File: config.mk
export PLATFORM = sky130hd
export DESIGN_NAME = search_insert_front_table
export DESIGN_NICKNAME = d
export VERILOG_FILES = /design/src/rtl/core/sift_pkg.sv /design/src/rtl/core/sift_mem.sv /design/src/rtl/core/search_insert_front_table.sv
export VERILOG_INCLUDE_DIRS = /design/src /design/src/rtl/core
export SDC_FILE = /design/constraint.sdc
export NUM_CORES = 1
export LEC_CHECK = 0
export BUFFER_PORTS_ARGS = -buffer_cell sky130_fd_sc_hd__buf_2
export CORE_ASPECT_RATIO = 1.4
export CORE_MARGIN = 5
export CORE_UTILIZATION = 56
export DETAILED_ROUTE_END_ITERATION = 12
export GPL_TIMING_DRIVEN = 0
export PLACE_DENSITY = 0.74
export SYNTH_ARGS = -nofsm -noshare
export SYNTH_HDL_FRONTEND = slang
export SYNTH_HIERARCHICAL = 1
export SYNTH_SLANG_ARGS = --single-unit
export TNS_END_PERCENT = 10
File: constraint.sdc
create_clock -name clk_i -period 5.6 [get_ports clk_i]
set_clock_uncertainty 0.05 [all_clocks]
set_input_delay 1.12 -clock clk_i [delete_from_list [all_inputs] [get_ports clk_i]]
set_output_delay 1.12 -clock clk_i [all_outputs]
set_load 0.02 [all_outputs]
File: src/rtl/core/assert_macros.svh
// ----------------------------------------------------------------------------
// Assertion macros
// Concurrent assertion wrappers shared by the RTL; compiled out with
// NO_ASSERTIONS.
// ----------------------------------------------------------------------------
`ifndef ASSERT_MACROS_SVH
`define ASSERT_MACROS_SVH

`ifndef NO_ASSERTIONS
`define SIFT_ASSERT_CLK(lbl, clk, rst_n, prop, msg) \
  lbl: assert property (@(posedge clk) disable iff (!rst_n) prop) else $error(msg);
`define SIFT_ASSERT(lbl, prop, msg) \
  lbl: assert property (@(posedge clk_i) disable iff (!rst_ni) prop) else $error(msg);
`else
`define SIFT_ASSERT_CLK(lbl, clk, rst_n, prop, msg)
`define SIFT_ASSERT(lbl, prop, msg)
`endif

`endif

File: src/rtl/core/sift_pkg.sv
// ----------------------------------------------------------------------------
// sift_pkg
// Shared constants and codes of the unique-key table.
// ----------------------------------------------------------------------------
`default_nettype none

package sift_pkg;

  localparam int CAPACITY = 16;

  typedef enum logic [1:0] {
    REQ_CLEAR  = 2'd0,
    REQ_APPEND = 2'd1,
    REQ_SEARCH = 2'd2,
    REQ_READ   = 2'd3
  } req_e;

  typedef enum logic [2:0] {
    ST_APPENDED = 3'd0,
    ST_INSERTED = 3'd1,
    ST_PRESENT  = 3'd2,
    ST_FULL     = 3'd3,
    ST_READ_OK  = 3'd4,
    ST_BAD_IDX  = 3'd5,
    ST_CLEARED  = 3'd6
  } status_e;

endpackage

`default_nettype wire

File: src/rtl/core/sift_mem.sv
// ----------------------------------------------------------------------------
// sift_mem
// Single-port-write, single-port-read entry store with registered read data.
// ----------------------------------------------------------------------------
`default_nettype none

module sift_mem #(
  parameter int DEPTH = sift_pkg::CAPACITY,
  localparam int AW = (DEPTH > 1) ? $clog2(DEPTH) : 1
) (
  input  wire logic          clk_i,
  input  wire logic          we_i,
  input  wire logic [AW-1:0] waddr_i,
  input  wire logic [31:0]   wdata_i,
  input  wire logic [AW-1:0] raddr_i,
  output logic      [31:0]   rdata_o
);

  logic [31:0] mem_q [DEPTH];

  always_ff @(posedge clk_i) begin
    if (we_i) begin
      mem_q[waddr_i] <= wdata_i;
    end
  end

  always_ff @(posedge clk_i) begin
    rdata_o <= mem_q[raddr_i];
  end

endmodule

`default_nettype wire

File: src/rtl/core/search_insert_front_table.sv
// ----------------------------------------------------------------------------
// search_insert_front_table
// Table of unique signed keys with append, search-and-insert-at-front,
// read and clear requests.
// ----------------------------------------------------------------------------
// Usage:
//   Requests enter on the in channel (req_type_i, value_i, index_i) under
//   in_valid_i / in_ready_o; each gives one result transaction on the out
//   channel (status_o, read_value_o, entry_count_o, all_positive_o) under
//   out_valid_o / out_ready_i.
//   One request is in flight at a time. Clear and append go from acceptance
//   straight to the done state, read passes through a read state first, and
//   search_insert scans a table of N entries (N >= 1): the entries are
//   compared one per cycle through the single read port of the entry memory,
//   a hit ends the scan, and a miss writes the key at the new head unless the
//   table is full. An empty table inserts without a scan. Insert at front
//   moves a head pointer, so no entry is copied.
//   A finished result sits in an output register; the next request is taken
//   in the cycle after it is loaded there and while it waits. If the
//   receiver stalls, a further result is held inside until the output
//   register is free.
//   Reset empties the table at once (count and head pointer cleared); the
//   entry memory itself is not cleared.
// ----------------------------------------------------------------------------
`default_nettype none

module search_insert_front_table #(
  parameter int CAPACITY = sift_pkg::CAPACITY
) (
  input  wire logic               clk_i,
  input  wire logic               rst_ni,
  input  wire logic               in_valid_i,
  output logic                    in_ready_o,
  input  wire logic [1:0]         req_type_i,
  input  wire logic signed [31:0] value_i,
  input  wire logic [3:0]         index_i,
  output logic                    out_valid_o,
  input  wire logic               out_ready_i,
  output logic [2:0]              status_o,
  output logic signed [31:0]      read_value_o,
  output logic [4:0]              entry_count_o,
  output logic                    all_positive_o
);

`include "assert_macros.svh"

  localparam int AW = (CAPACITY > 1) ? $clog2(CAPACITY) : 1;
  localparam int CW = $clog2(CAPACITY + 1);
  localparam int IW = (CW > 4) ? CW : 4;

  typedef enum logic [1:0] {
    S_IDLE,
    S_SCAN,
    S_READ,
    S_DONE
  } state_e;

  state_e               state_q;
  logic [CW-1:0]        count_q;
  logic [AW-1:0]        base_q;
  logic                 any_nonpos_q;
  logic [31:0]          key_q;
  logic [CW-1:0]        ptr_q;
  logic                 cmp_v_q;
  logic                 cmp_last_q;
  sift_pkg::status_e    res_status_q;
  logic [31:0]          res_rd_q;
  logic                 out_valid_q;
  logic [2:0]           out_status_q;
  logic [31:0]          out_rd_q;
  logic [4:0]           out_count_q;
  logic                 out_pos_q;

  logic                 in_acc;
  logic                 full;
  logic                 match;
  logic                 idx_ok;
  logic [AW-1:0]        base_m1;
  sift_pkg::req_e       req;
  logic                 mem_we;
  logic [AW-1:0]        mem_waddr;
  logic [31:0]          mem_wdata;
  logic [AW-1:0]        mem_raddr;
  logic [31:0]          mem_rdata;

  function automatic logic [AW-1:0] phys(input logic [AW-1:0] base, input logic [CW-1:0] off);
    logic [AW:0] s;
    s = {1'b0, base} + (AW+1)'(off);
    if (s >= (AW+1)'(CAPACITY)) begin
      s = s - (AW+1)'(CAPACITY);
    end
    return s[AW-1:0];
  endfunction

  function automatic logic nonpos(input logic [31:0] v);
    return v[31] || (v == 32'd0);
  endfunction

  assign req        = sift_pkg::req_e'(req_type_i);
  assign in_ready_o = (state_q == S_IDLE);
  assign in_acc     = in_valid_i && in_ready_o;
  assign full       = (count_q == CW'(CAPACITY));
  assign match      = cmp_v_q && (mem_rdata == key_q);
  assign idx_ok     = IW'(index_i) < IW'(count_q);
  assign base_m1    = (base_q == '0) ? AW'(CAPACITY - 1) : base_q - AW'(1);

  always_comb begin
    mem_we    = 1'b0;
    mem_waddr = phys(base_q, count_q);
    mem_wdata = value_i;
    mem_raddr = phys(base_q, ptr_q);
    if (in_acc) begin
      case (req)
        sift_pkg::REQ_APPEND: begin
          mem_we = !full;
        end
        sift_pkg::REQ_SEARCH: begin
          mem_we    = (count_q == '0);
          mem_waddr = base_m1;
        end
        sift_pkg::REQ_READ: begin
          mem_raddr = phys(base_q, CW'(index_i));
        end
        default: begin
        end
      endcase
    end else if (state_q == S_SCAN && cmp_v_q && cmp_last_q && !match && !full) begin
      mem_we    = 1'b1;
      mem_waddr = base_m1;
      mem_wdata = key_q;
    end
  end

  sift_mem #(
    .DEPTH(CAPACITY)
  ) u_mem (
    .clk_i  (clk_i),
    .we_i   (mem_we),
    .waddr_i(mem_waddr),
    .wdata_i(mem_wdata),
    .raddr_i(mem_raddr),
    .rdata_o(mem_rdata)
  );

  always_ff @(posedge clk_i or negedge rst_ni) begin
    if (!rst_ni) begin
      state_q      <= S_IDLE;
      count_q      <= '0;
      base_q       <= '0;
      any_nonpos_q <= 1'b0;
      key_q        <= '0;
      ptr_q        <= '0;
      cmp_v_q      <= 1'b0;
      cmp_last_q   <= 1'b0;
      res_status_q <= sift_pkg::ST_APPENDED;
      res_rd_q     <= '0;
      out_valid_q  <= 1'b0;
      out_status_q <= '0;
      out_rd_q     <= '0;
      out_count_q  <= '0;
      out_pos_q    <= 1'b0;
    end else begin
      if (out_valid_q && out_ready_i && state_q != S_DONE) begin
        out_valid_q <= 1'b0;
      end
      case (state_q)
        S_IDLE: begin
          if (in_acc) begin
            res_rd_q <= '0;
            key_q    <= value_i;
            ptr_q    <= '0;
            cmp_v_q  <= 1'b0;
            case (req)
              sift_pkg::REQ_CLEAR: begin
                count_q      <= '0;
                any_nonpos_q <= 1'b0;
                res_status_q <= sift_pkg::ST_CLEARED;
                state_q      <= S_DONE;
              end
              sift_pkg::REQ_APPEND: begin
                state_q <= S_DONE;
                if (full) begin
                  res_status_q <= sift_pkg::ST_FULL;
                end else begin
                  count_q      <= count_q + CW'(1);
                  any_nonpos_q <= any_nonpos_q || nonpos(value_i);
                  res_status_q <= sift_pkg::ST_APPENDED;
                end
              end
              sift_pkg::REQ_SEARCH: begin
                if (count_q == '0) begin
                  base_q       <= base_m1;
                  count_q      <= CW'(1);
                  any_nonpos_q <= nonpos(value_i);
                  res_status_q <= sift_pkg::ST_INSERTED;
                  state_q      <= S_DONE;
                end else begin
                  state_q <= S_SCAN;
                end
              end
              sift_pkg::REQ_READ: begin
                if (idx_ok) begin
                  res_status_q <= sift_pkg::ST_READ_OK;
                  state_q      <= S_READ;
                end else begin
                  res_status_q <= sift_pkg::ST_BAD_IDX;
                  state_q      <= S_DONE;
                end
              end
              default: begin
                state_q <= S_DONE;
              end
            endcase
          end
        end
        S_SCAN: begin
          if (match) begin
            cmp_v_q      <= 1'b0;
            res_status_q <= sift_pkg::ST_PRESENT;
            state_q      <= S_DONE;
          end else if (cmp_v_q && cmp_last_q) begin
            cmp_v_q <= 1'b0;
            state_q <= S_DONE;
            if (full) begin
              res_status_q <= sift_pkg::ST_FULL;
            end else begin
              base_q       <= base_m1;
              count_q      <= count_q + CW'(1);
              any_nonpos_q <= any_nonpos_q || nonpos(key_q);
              res_status_q <= sift_pkg::ST_INSERTED;
            end
          end else if (ptr_q < count_q) begin
            cmp_v_q    <= 1'b1;
            cmp_last_q <= (ptr_q == count_q - CW'(1));
            ptr_q      <= ptr_q + CW'(1);
          end else begin
            cmp_v_q <= 1'b0;
          end
        end
        S_READ: begin
          res_rd_q <= mem_rdata;
          state_q  <= S_DONE;
        end
        S_DONE: begin
          if (!out_valid_q || out_ready_i) begin
            out_valid_q  <= 1'b1;
            out_status_q <= res_status_q;
            out_rd_q     <= res_rd_q;
            out_count_q  <= 5'(count_q);
            out_pos_q    <= !any_nonpos_q;
            state_q      <= S_IDLE;
          end
        end
        default: begin
          state_q <= S_IDLE;
        end
      endcase
    end
  end

  assign out_valid_o    = out_valid_q;
  assign status_o       = out_status_q;
  assign read_value_o   = out_rd_q;
  assign entry_count_o  = out_count_q;
  assign all_positive_o = out_pos_q;

  `SIFT_ASSERT(a_count_bound, count_q <= CW'(CAPACITY), "entry count exceeds capacity")
  `SIFT_ASSERT(a_write_not_full, mem_we |-> !full, "entry write into a full table")
  `SIFT_ASSERT(a_empty_positive, (count_q == '0) |-> !any_nonpos_q, "empty table non-positive")
  `SIFT_ASSERT_CLK(a_cmp_in_scan, clk_i, rst_ni, cmp_v_q |-> (state_q == S_SCAN), "compare outside scan")

endmodule

`default_nettype wire

* Word-level counts from Yosys, hierarchy flattened
Memory sizes are Yosys's and may differ from the RTL's. A register that Yosys moved wholly into a read port is not among the register bits. Cells that the tools add are included.
Storage, ports and cells: register bits after elaboration 128, RAM bits 512, input bits 42, logic and storage cells 164, memories 1
Operators by class: add/subtract/negate cells 10, magnitude comparators 5, eq/ne operators 23, mux-type cells 70, bitwise gates (word level) 2, reductions and logical operators 38
Memory list:
- u_mem.mem_q | depth 16, width 32, rd ports 1, clocked after Yosys merged registers in 1, wr ports 1, RTL line sift_mem.sv:19 | logic [31:0] mem_q [DEPTH];
Operator list (count):
- two-way mux 32 bit | 3
- zero test 32 bit | 2
- case mux 32 bit (2 select lines) | 1
- two-way mux 4 bit | 15
- two-way mux 5 bit | 9
- equality test 32 bit | 1
- case mux 5 bit (2 select lines) | 2
- two-way mux 1 bit | 19
- subtractor 4 x 1 -> 4 bit, second input constant | 4
- >= comparator 5 bit, second input constant | 3
- case mux 5 bit (3 select lines) | 1
- two-way mux 2 bit | 7
- two-way mux 3 bit | 4
- case mux 3 bit (4 select lines) | 1
- adder 4 x 5 -> 5 bit | 2
- adder 5 x 1 -> 5 bit, second input constant | 2
- inequality test 2 x 1 -> 1 bit, second input constant | 5
- inequality test 2 bit, second input constant | 5
- logical AND 1 bit | 9
- equality test 2 bit, second input constant | 4
- case mux 2 bit (4 select lines) | 1
- case mux 4 bit (2 select lines) | 1
- AND reduction 2 bit | 4
- AND reduction 4 bit | 2
- other kinds (27) | 41

* Longest topological paths before layout
Gate-level depths: netlist of run 1.
depth in word-level cells 9, depth in mapped cells 13, depth with buffers taken out 10

* Cells and area by module
Netlist of run 1, hierarchy kept.
Modules (own cells, without submodules):
- sift_mem | instances 1, cells each 838, area each 19835.3 µm²
- search_insert_front_table | instances 1, cells each 666, area each 7168.1 µm²

* Worst setup path before layout of run 1
Ideal clock, no wire load.
path kind input to register, from in in_valid_i, to mem u_mem.mem_q[0][0], enable pin, setup time 461 ps, arrival time 5140 ps, data required time 5089 ps, path slack -51 ps, cell stages on the path 6, path through and2_1 > or4_4 > o21ai_4 > mux2_2 > or3b_2 > nor3_1
Between the ends: elaborated cells between the ends (all ways) 5
RTL lines:
- start, declared | RTL line search_insert_front_table.sv:32 | input wire logic in_valid_i,
- logical AND 1 bit | RTL line search_insert_front_table.sv:101 | assign in_acc = in_valid_i && in_ready_o;
- two-way mux 4 bit | RTL line search_insert_front_table.sv:112 | if (in_acc) begin
- named net mem_waddr[2] | RTL line search_insert_front_table.sv:81 | logic [AW-1:0] mem_waddr;
- end, declared | RTL line sift_mem.sv:19
The timed path passes the listed nets, and every way through them passes these cells.

* Worst setup path in the final report of run 1
from reg key_q[28], to mem u_mem.mem_q[8][11], enable pin
Between the ends: elaborated cells between the ends (all ways) 11
RTL lines:
- start, declared | RTL line search_insert_front_table.sv:62 | logic [31:0] key_q;
- start signal, assigned | RTL line search_insert_front_table.sv:170 | key_q <= value_i;
- equality test 32 bit | RTL line search_insert_front_table.sv:103 | assign match = cmp_v_q && (mem_rdata == key_q);
- logical AND 1 bit | RTL line search_insert_front_table.sv:103
- zero test 1 bit | RTL line search_insert_front_table.sv:127 | end else if (state_q == S_SCAN && cmp_v_q && cmp_last_q && !match && !full) begin
- logical AND 1 bit (2 in a row) | RTL line search_insert_front_table.sv:127
- two-way mux 4 bit | RTL line search_insert_front_table.sv:127
- two-way mux 4 bit | RTL line search_insert_front_table.sv:112
- named net mem_waddr[2] | RTL line search_insert_front_table.sv:81
The timed path passes the listed nets, and every way through them passes these cells.

==> results of run 1 <==
worst max-delay path by stage:
stage,end,cells after the start
final,u_mem/mem_q[8][11],12
after global routing,u_mem/mem_q[8][12],12
after CTS,u_mem/mem_q[8][11],12
after detailed placement,u_mem/mem_q[8][14],10
after global placement,u_mem/mem_q[8][14],7
after floorplan,u_mem/mem_q[8][0],6
flip-flops by register name (all words and copies together) (netlist names), 2 cells and up:
| signal | count |
|---|---|
| status_o | 3 |
| read_value_o | 32 |
| u_mem/rdata_o | 32 |
| key_q | 32 |
| res_status_q | 3 |
| entry_count_o | 5 |
| base_q | 4 |
| ptr_q | 5 |
| count_q | 5 |
| state_q | 2 |
| u_mem/mem_q | 512 |
| res_rd_q | 32 |
cells by family after synthesis:
kind of cell             count (synthesis)  share of synthesized area
AND/OR/NAND/NOR                        267                     0.0457
buffers and inverters                  100                     0.0182
multiplexers                           208                      0.144
AO/OA/AOI/OAI                          176                     0.0485
flip-flops                             672                      0.712
XOR/XNOR                                46                     0.0149
adder cells (fa/ha/maj)                 35                     0.0171
metal layers:
| metal | vias up | routed length, microns |
|---|---|---|
| met4 | 0 | 2340 |
| met1 | 7848 | 24800 |
| met2 | 777 | 34600 |
| met5 | - | 0 |
| met3 | 143 | 5110 |
| li1 | 6289 | - |
power by group through the flow:
stage | registers (mW) | clock network (mW) | logic [mW]
after global routing | 6.53 | 4.56 | 7.56
final | 6.49 | 4.30 | 7.07
after detailed placement | 6.57 | 0 | 7.00
after CTS | 6.48 | 4.34 | 7.07
after global placement | 6.55 | 0 | 6.76
after floorplan | 6.51 | 0 | 4.73
layout by cell type, fill, tap and decap left out, types with 8 or more instances in the layout:
cell type  Yosys  routed
edfxtp_1     512     512
nand2_1      157     157
dfrtp_1      128     128
mux4_2       128     128
buf_2         11      94
a22oi_1       65      65
clkbuf_16      0      61
clkbuf_1      38      51
mux2_2        42      42
xnor2_1       39      39
a22o_1        34      34
ha_1          32      32
dfxtp_1       32      32
mux2_4        30      30
inv_1         23      23
nor4_1        19      19
clkinv_2       0      18
o21ai_0       17      17
a21oi_1       16      16
nor2_1        27      15
buf_12         3      15
nand4_1       12      12
buf_1         12      12
nor2_4         0      12
buf_6          2      11
buf_4         10      11
nand3_1       11      11
bufinv_16      0      10
nand2b_1       8       8
a21o_1         8       8
worst max-delay path, stage by stage (launching register included):
cell      delay [ns]
dfrtp_1         0.42
xnor2_1         0.44
nand4_1         0.18
nor4_1          0.60
and3_1          0.27
buf_6           0.16
o21ai_4         0.10
mux2_2          0.32
nand3b_1        0.38
nor3_2          0.81
buf_6           0.27
buf_6           0.17
buf_8           0.16
area by class of cell:
cell class,instances,share of cell area
antenna,4,0.000324
buffer,76,0.0130
clock buffer,78,0.0528
clock inverter,34,0.0143
inverter,24,0.00292
multi-input combinational,732,0.240
sequential,672,0.622
tap,630,0.0255
timing repair buffer,111,0.0289
per-stage QoR:
stage	instances	setup TNS, ns	instance area (sq um)	utilization
detailed placement	2245	0	28800	0.601
CTS	2357	0	30900	0.645
finish	2361	0	30900	0.645
floorplan	1504	0	27000	-
global placement	2218	-625.99	28200	0.589
global route	2357	0	30900	0.645
==> impl_metrics.tcl, run 1 <==
set metrics [dict create \
    cts.clk_slew.worst_paths_ns 0.06 \
    crit_path_start "key_q[28]" \
    nets 1753 \
    numCtsBuffers 59 \
    async_flop_share 0.190 \
    cts-root-buf "clkbuf_16" \
    finalPower_mw 17.9 \
    vias_per_cell 6.38 \
    grt_max_degree 75 \
    switching_share 0.359 \
    yosysTopAreaCell "edfxtp_1" \
    hp-start "res_status_q[2]" \
    ant_nets 0 \
    hold_viol 0 \
    synth_area_sq_um 27000 \
    vias 15057 \
    clk_path_buf_depth 3 \
    grt_pass1_vias 15623 \
    reg2reg_from "key_q[28]" \
    drtPass1Iterations 5 \
    drv_cap 0 \
    period_needed_ns 4.65 \
    fin_ws_ns 0.955 \
    yosysTopAreaCellShare 0.569 \
    synth_cell_types 62 \
    htreeDepth 2 \
    p_leak_nw 11.0 \
    pre_cts_ws_ns 0.784 \
    p_clk_frac 0.241 \
    gr-usage-met3 0.0359 \
    multi_input_area_sq_um 7410 \
    timing.hold.ws_ns 0.431 \
    synth_common_cells "edfxtp_1, nand2_1, dfrtp_1, mux4_2, a22oi_1" \
    ir_drop_v 0.000358 \
    grt_antenna_before_repair 1 \
    synth_area_leaders "edfxtp_1, dfrtp_1, mux4_2" \
    period_share 0.829 \
    synthCells 1504 \
    track_usage 0.253 \
    r2r_setup_slack_ns 0.95 \
    path_max_fanout 8 \
    clk_latency_ns 0.60 \
    synth-edff-count 512 \
    ys.flop_type "edfxtp_1" \
    cp-end-kind "flip-flop" \
    finalSetupViolCount 0 \
    cts_sinks 672 \
    yosysSeqAreaShare 0.712 \
    status "finished clean" \
    yosys.cell_count.top_type "edfxtp_1" \
    power_frac_comb 0.396 \
    hold_buffers 0 \
    fill_cells 3168 \
    avgRoutedWirePerCell_microns 28.3 \
    netSwitchingPower_mw 6.41 \
    min_path_cells 1 \
    seq_power_share 0.363 \
    die-area_sq_um 52800 \
    synth_warnings 6 \
    gp_congestion 0.933 \
    io_pins 85 \
    num_rows 95 \
    synth_seq_cells 672 \
    r2r_cells 12 \
    syn_to_final_growth_pct 14.4 \
    grt.overflow.total 0 \
    start_kind "flip-flop" \
    drive_gt1_frac 0.268 \
    fmax_mhz 215 \
    drv_slew 0 \
    min_to "res_status_q[2]" \
    power_density_nw_per_um2 578 \
    postCtsSetupBuffers 0 \
    numPortBuffers 84 \
    initial_core_util 0.564 \
    rsz0062_at_grt "false" \
    arrival_ns 4.90 \
    internal-power_mw 11.4 \
    die_h_microns 270 \
    met1_usage 0.332 \
    cts_tree "yes" \
    max-slew-margin-rel 0.264 \
    use_met2 0.440 \
    cp.required_ns 5.86 \
    r2r-end "u_mem/mem_q[8][11]" \
    crit_type "reg2reg" \
    holdCritPathClass "reg2reg" \
    wirelength_microns 66800 \
    die_w_microns 196 \
    hpwl_microns 45100 \
    tightest_slew_ns 1.10 \
    ff_latch_area_sq_um 19200 \
    syn-num-nets 1581 \
    cts.repair.resized 0 \
    drc_errors 0 \
    grt_pass1_wl_microns 99400 \
    gr-max-usage-layer "met2" \
    core_area_sq_um 47900 \
    avgSynthCellArea_sq_um 18.0 \
    drt_iter0_markers 1503 \
]
Note: power is estimated with default switching activity, not from simulation.
==> run 2, diff against run 1 <==
ABC_AREA = 1   (was unset)
clock period = 4.1 ns   (was 5.6 ns; I/O delays follow)
==> run 2 against run 1 <==
Effect of this change: via count is 53% higher; maximum frequency rose by 17%; sequential cell count did not move; largest cell class unchanged.
==> impl_metrics.tcl, run 2 <==
set metrics [dict create \
    tightest_slew_ns 1.08 \
    die_h_microns 286 \
    fill_cells 4241 \
    numPortBuffers 84 \
    period_needed_ns 3.98 \
    hold_viol 0 \
    netSwitchingPower_mw 13.3 \
    clk_path_buf_depth 3 \
    r2r_setup_slack_ns 0.12 \
    dpl-instance-area_sq_um 32400 \
    finalSetupViolCount 0 \
    avgSynthCellArea_sq_um 9.73 \
    ir_drop_v 0.000450 \
    endpoint "u_mem/mem_q[4][10]" \
    max-slew-margin-rel 0.272 \
    drc_errors 0 \
    r2r-end "u_mem/mem_q[4][10]" \
    layout_commonest_cell "nand2_1" \
    regMostFlops "u_mem/mem_q" \
    p_clk_frac 0.198 \
    track_usage 0.305 \
    drtPass1Iterations 7 \
    yosysSeqAreaShare 0.631 \
    synth_warnings 6 \
    arrival_ns 4.28 \
    cts-root-buf "clkbuf_16" \
    holdCritPathClass "in2async" \
    synth_area_leaders "edfxtp_1, nand2_1, dfrtp_1" \
    core_area_sq_um 54100 \
    rsz0062_at_grt "true" \
    start_kind "flip-flop" \
    status "finished clean" \
    async_flop_share 0.190 \
    largest_reg_flops 512 \
    switching_share 0.464 \
    htreeDepth 2 \
    drt_iter0_markers 2720 \
    drv_slew 0 \
    seq_power_share 0.302 \
    timing.hold.ws_ns 0.136 \
    cts_tree "yes" \
    synth_common_cells "nand2_1, inv_1, edfxtp_1" \
    grt_pass1_vias 22678 \
    synth_area_sq_um 30500 \
    syn_to_final_growth_pct 12.9 \
    ys.flop_type "edfxtp_1" \
    syn-num-nets 3208 \
    ant_nets 0 \
    synth-edff-count 512 \
    synth_seq_cells 672 \
    fmax_mhz 251 \
    ff_latch_area_sq_um 19200 \
    grt_max_degree 70 \
    power_density_nw_per_um2 831 \
    grt.overflow.total 0 \
    multi_input_area_sq_um 8410 \
    r2r_cells 14 \
    grt_pass1_wl_microns 136000 \
    hpwl_microns 65500 \
    die-area_sq_um 59200 \
    p_leak_nw 15.3 \
    die_w_microns 207 \
    yosys.cell_count.top_type "nand2_1" \
    synthCells 3131 \
    cp-end-kind "flip-flop" \
    drive_gt1_frac 0.116 \
    drv_cap 0 \
    fin_area_sq_um 34400 \
    initial_core_util 0.563 \
    period_share 0.971 \
    reg2reg_from "count_q[1]" \
    vias 23052 \
    power_frac_comb 0.500 \
    grt_antenna_before_repair 3 \
    crit_type "reg2reg" \
    io_pins 85 \
    yosysTopAreaCell "edfxtp_1" \
    internal-power_mw 15.3 \
    vias_per_cell 5.65 \
    crit_path_start "count_q[1]" \
    num_rows 101 \
    hold_buffers 0 \
    cts_sinks 672 \
    nets 3382 \
    avgRoutedWirePerCell_microns 22.6 \
    wirelength_microns 92100 \
    synth_cell_types 48 \
    path_max_fanout 21 \
    yosysTopAreaCellShare 0.505 \
    layout_common_cells "nand2_1, inv_1, edfxtp_1" \
    numCtsBuffers 60 \
    clk_latency_ns 0.66 \
    cts.clk_slew.worst_paths_ns 0.06 \
    gp_congestion 0.931 \
    cts.repair.resized 0 \
    cp.required_ns 4.40 \
]
-- run 2: changes by cell type after synthesis, moves of 30 or more --
cell     previous run  this run
nand2_1           157       949
mux2_4             30         0
buf_2              11        48
mux2_2             42         2
a22o_1             34         0
nand3_1            11       423
mux4_2            128         0
nor2_1             27        78
a22oi_1            65         2
o21ai_0            17       119
inv_1              23       515
-- run 2: critical path, cell delays in order (launching register included) --
cell and delay (ns):
dfrtp_1 0.44, inv_1 0.29, ha_1 0.21, nor3b_4 0.23
nand2_4 0.13, nand2_2 0.11, inv_2 0.06, nand4_4 0.17
buf_12 0.18, nand2_1 0.08, nand2_1 0.06, nand2_1 0.09
nand3b_1 0.47, nor2_4 0.87, buf_16 0.24
-- run 2: worst min-delay path by stage --
| stage | start | endpoint | slack (ns) |
|---|---|---|---|
| after floorplan | res_status_q[1] | res_status_q[1] | 0.40 |
| after global placement | status_o[2] | status_o[2] | 0.41 |
| after detailed placement | read_value_o[31] | read_value_o[31] | 0.42 |
| after CTS | rst_ni | key_q[22] | 0.12 |
| after global routing | rst_ni | entry_count_o[1] | 0.17 |
| final | rst_ni | entry_count_o[1] | 0.14 |
-- run 2: logic make-up after synthesis --
logic type,share of synthesized area
flip-flops,0.631
AO/OA/AOI/OAI,0.0365
buffers and inverters,0.0969
AND/OR/NAND/NOR,0.213
multiplexers,0.00107
XOR/XNOR,0.00633
adder cells (fa/ha/maj),0.0151
-- run 2: per-stage QoR --
step	cells	worst slack, ns	setup TNS (ns)	utilization	total power [mW]
after floorplan	3131	0.383	0	-	17.3
after global placement	3936	-1.51	-713.62	0.588	22.0
after detailed placement	3964	0.206	0	0.599	22.5
after CTS	4077	0.198	0	0.635	28.2
after global routing	4079	-0.0685	-1.19	0.635	29.9
final	4079	0.118	0	0.635	28.6
-- run 2: area by class of cell --
| type | instances | area share |
|---|---|---|
| sequential | 672 | 0.559 |
| buffer | 140 | 0.0266 |
| clock buffer | 81 | 0.0476 |
| clock inverter | 32 | 0.00972 |
| antenna | 2 | 0.000146 |
| multi-input combinational | 1778 | 0.245 |
| inverter | 541 | 0.0592 |
| tap | 721 | 0.0262 |
| timing repair buffer | 112 | 0.0267 |
-- run 2: per-layer routing --
metal | up-vias | routed length (microns) | track usage
met4 | 0 | 6150 | 0.175
met5 | - | 0 | 0
met1 | 10899 | 30600 | 0.348
li1 | 10452 | - | -
met3 | 328 | 8280 | 0.0450
met2 | 1373 | 47000 | 0.547
-- run 2: power groups by stage --
stage,clock [mW],combinational (mW),sequential [mW]
6_report,5.65,14.3,8.64
5_1_grt,5.96,15.2,8.72
4_1_cts,5.71,13.9,8.63
3_5_place_dp,0,13.8,8.77
3_3_place_gp,0,13.3,8.76
2_1_floorplan,0,8.47,8.81
-- run 2: timing repair --
action,in CTS,in global routing
setup endpoints to repair,0,25
hold endpoints to repair,0,0
buffers inserted,0,0
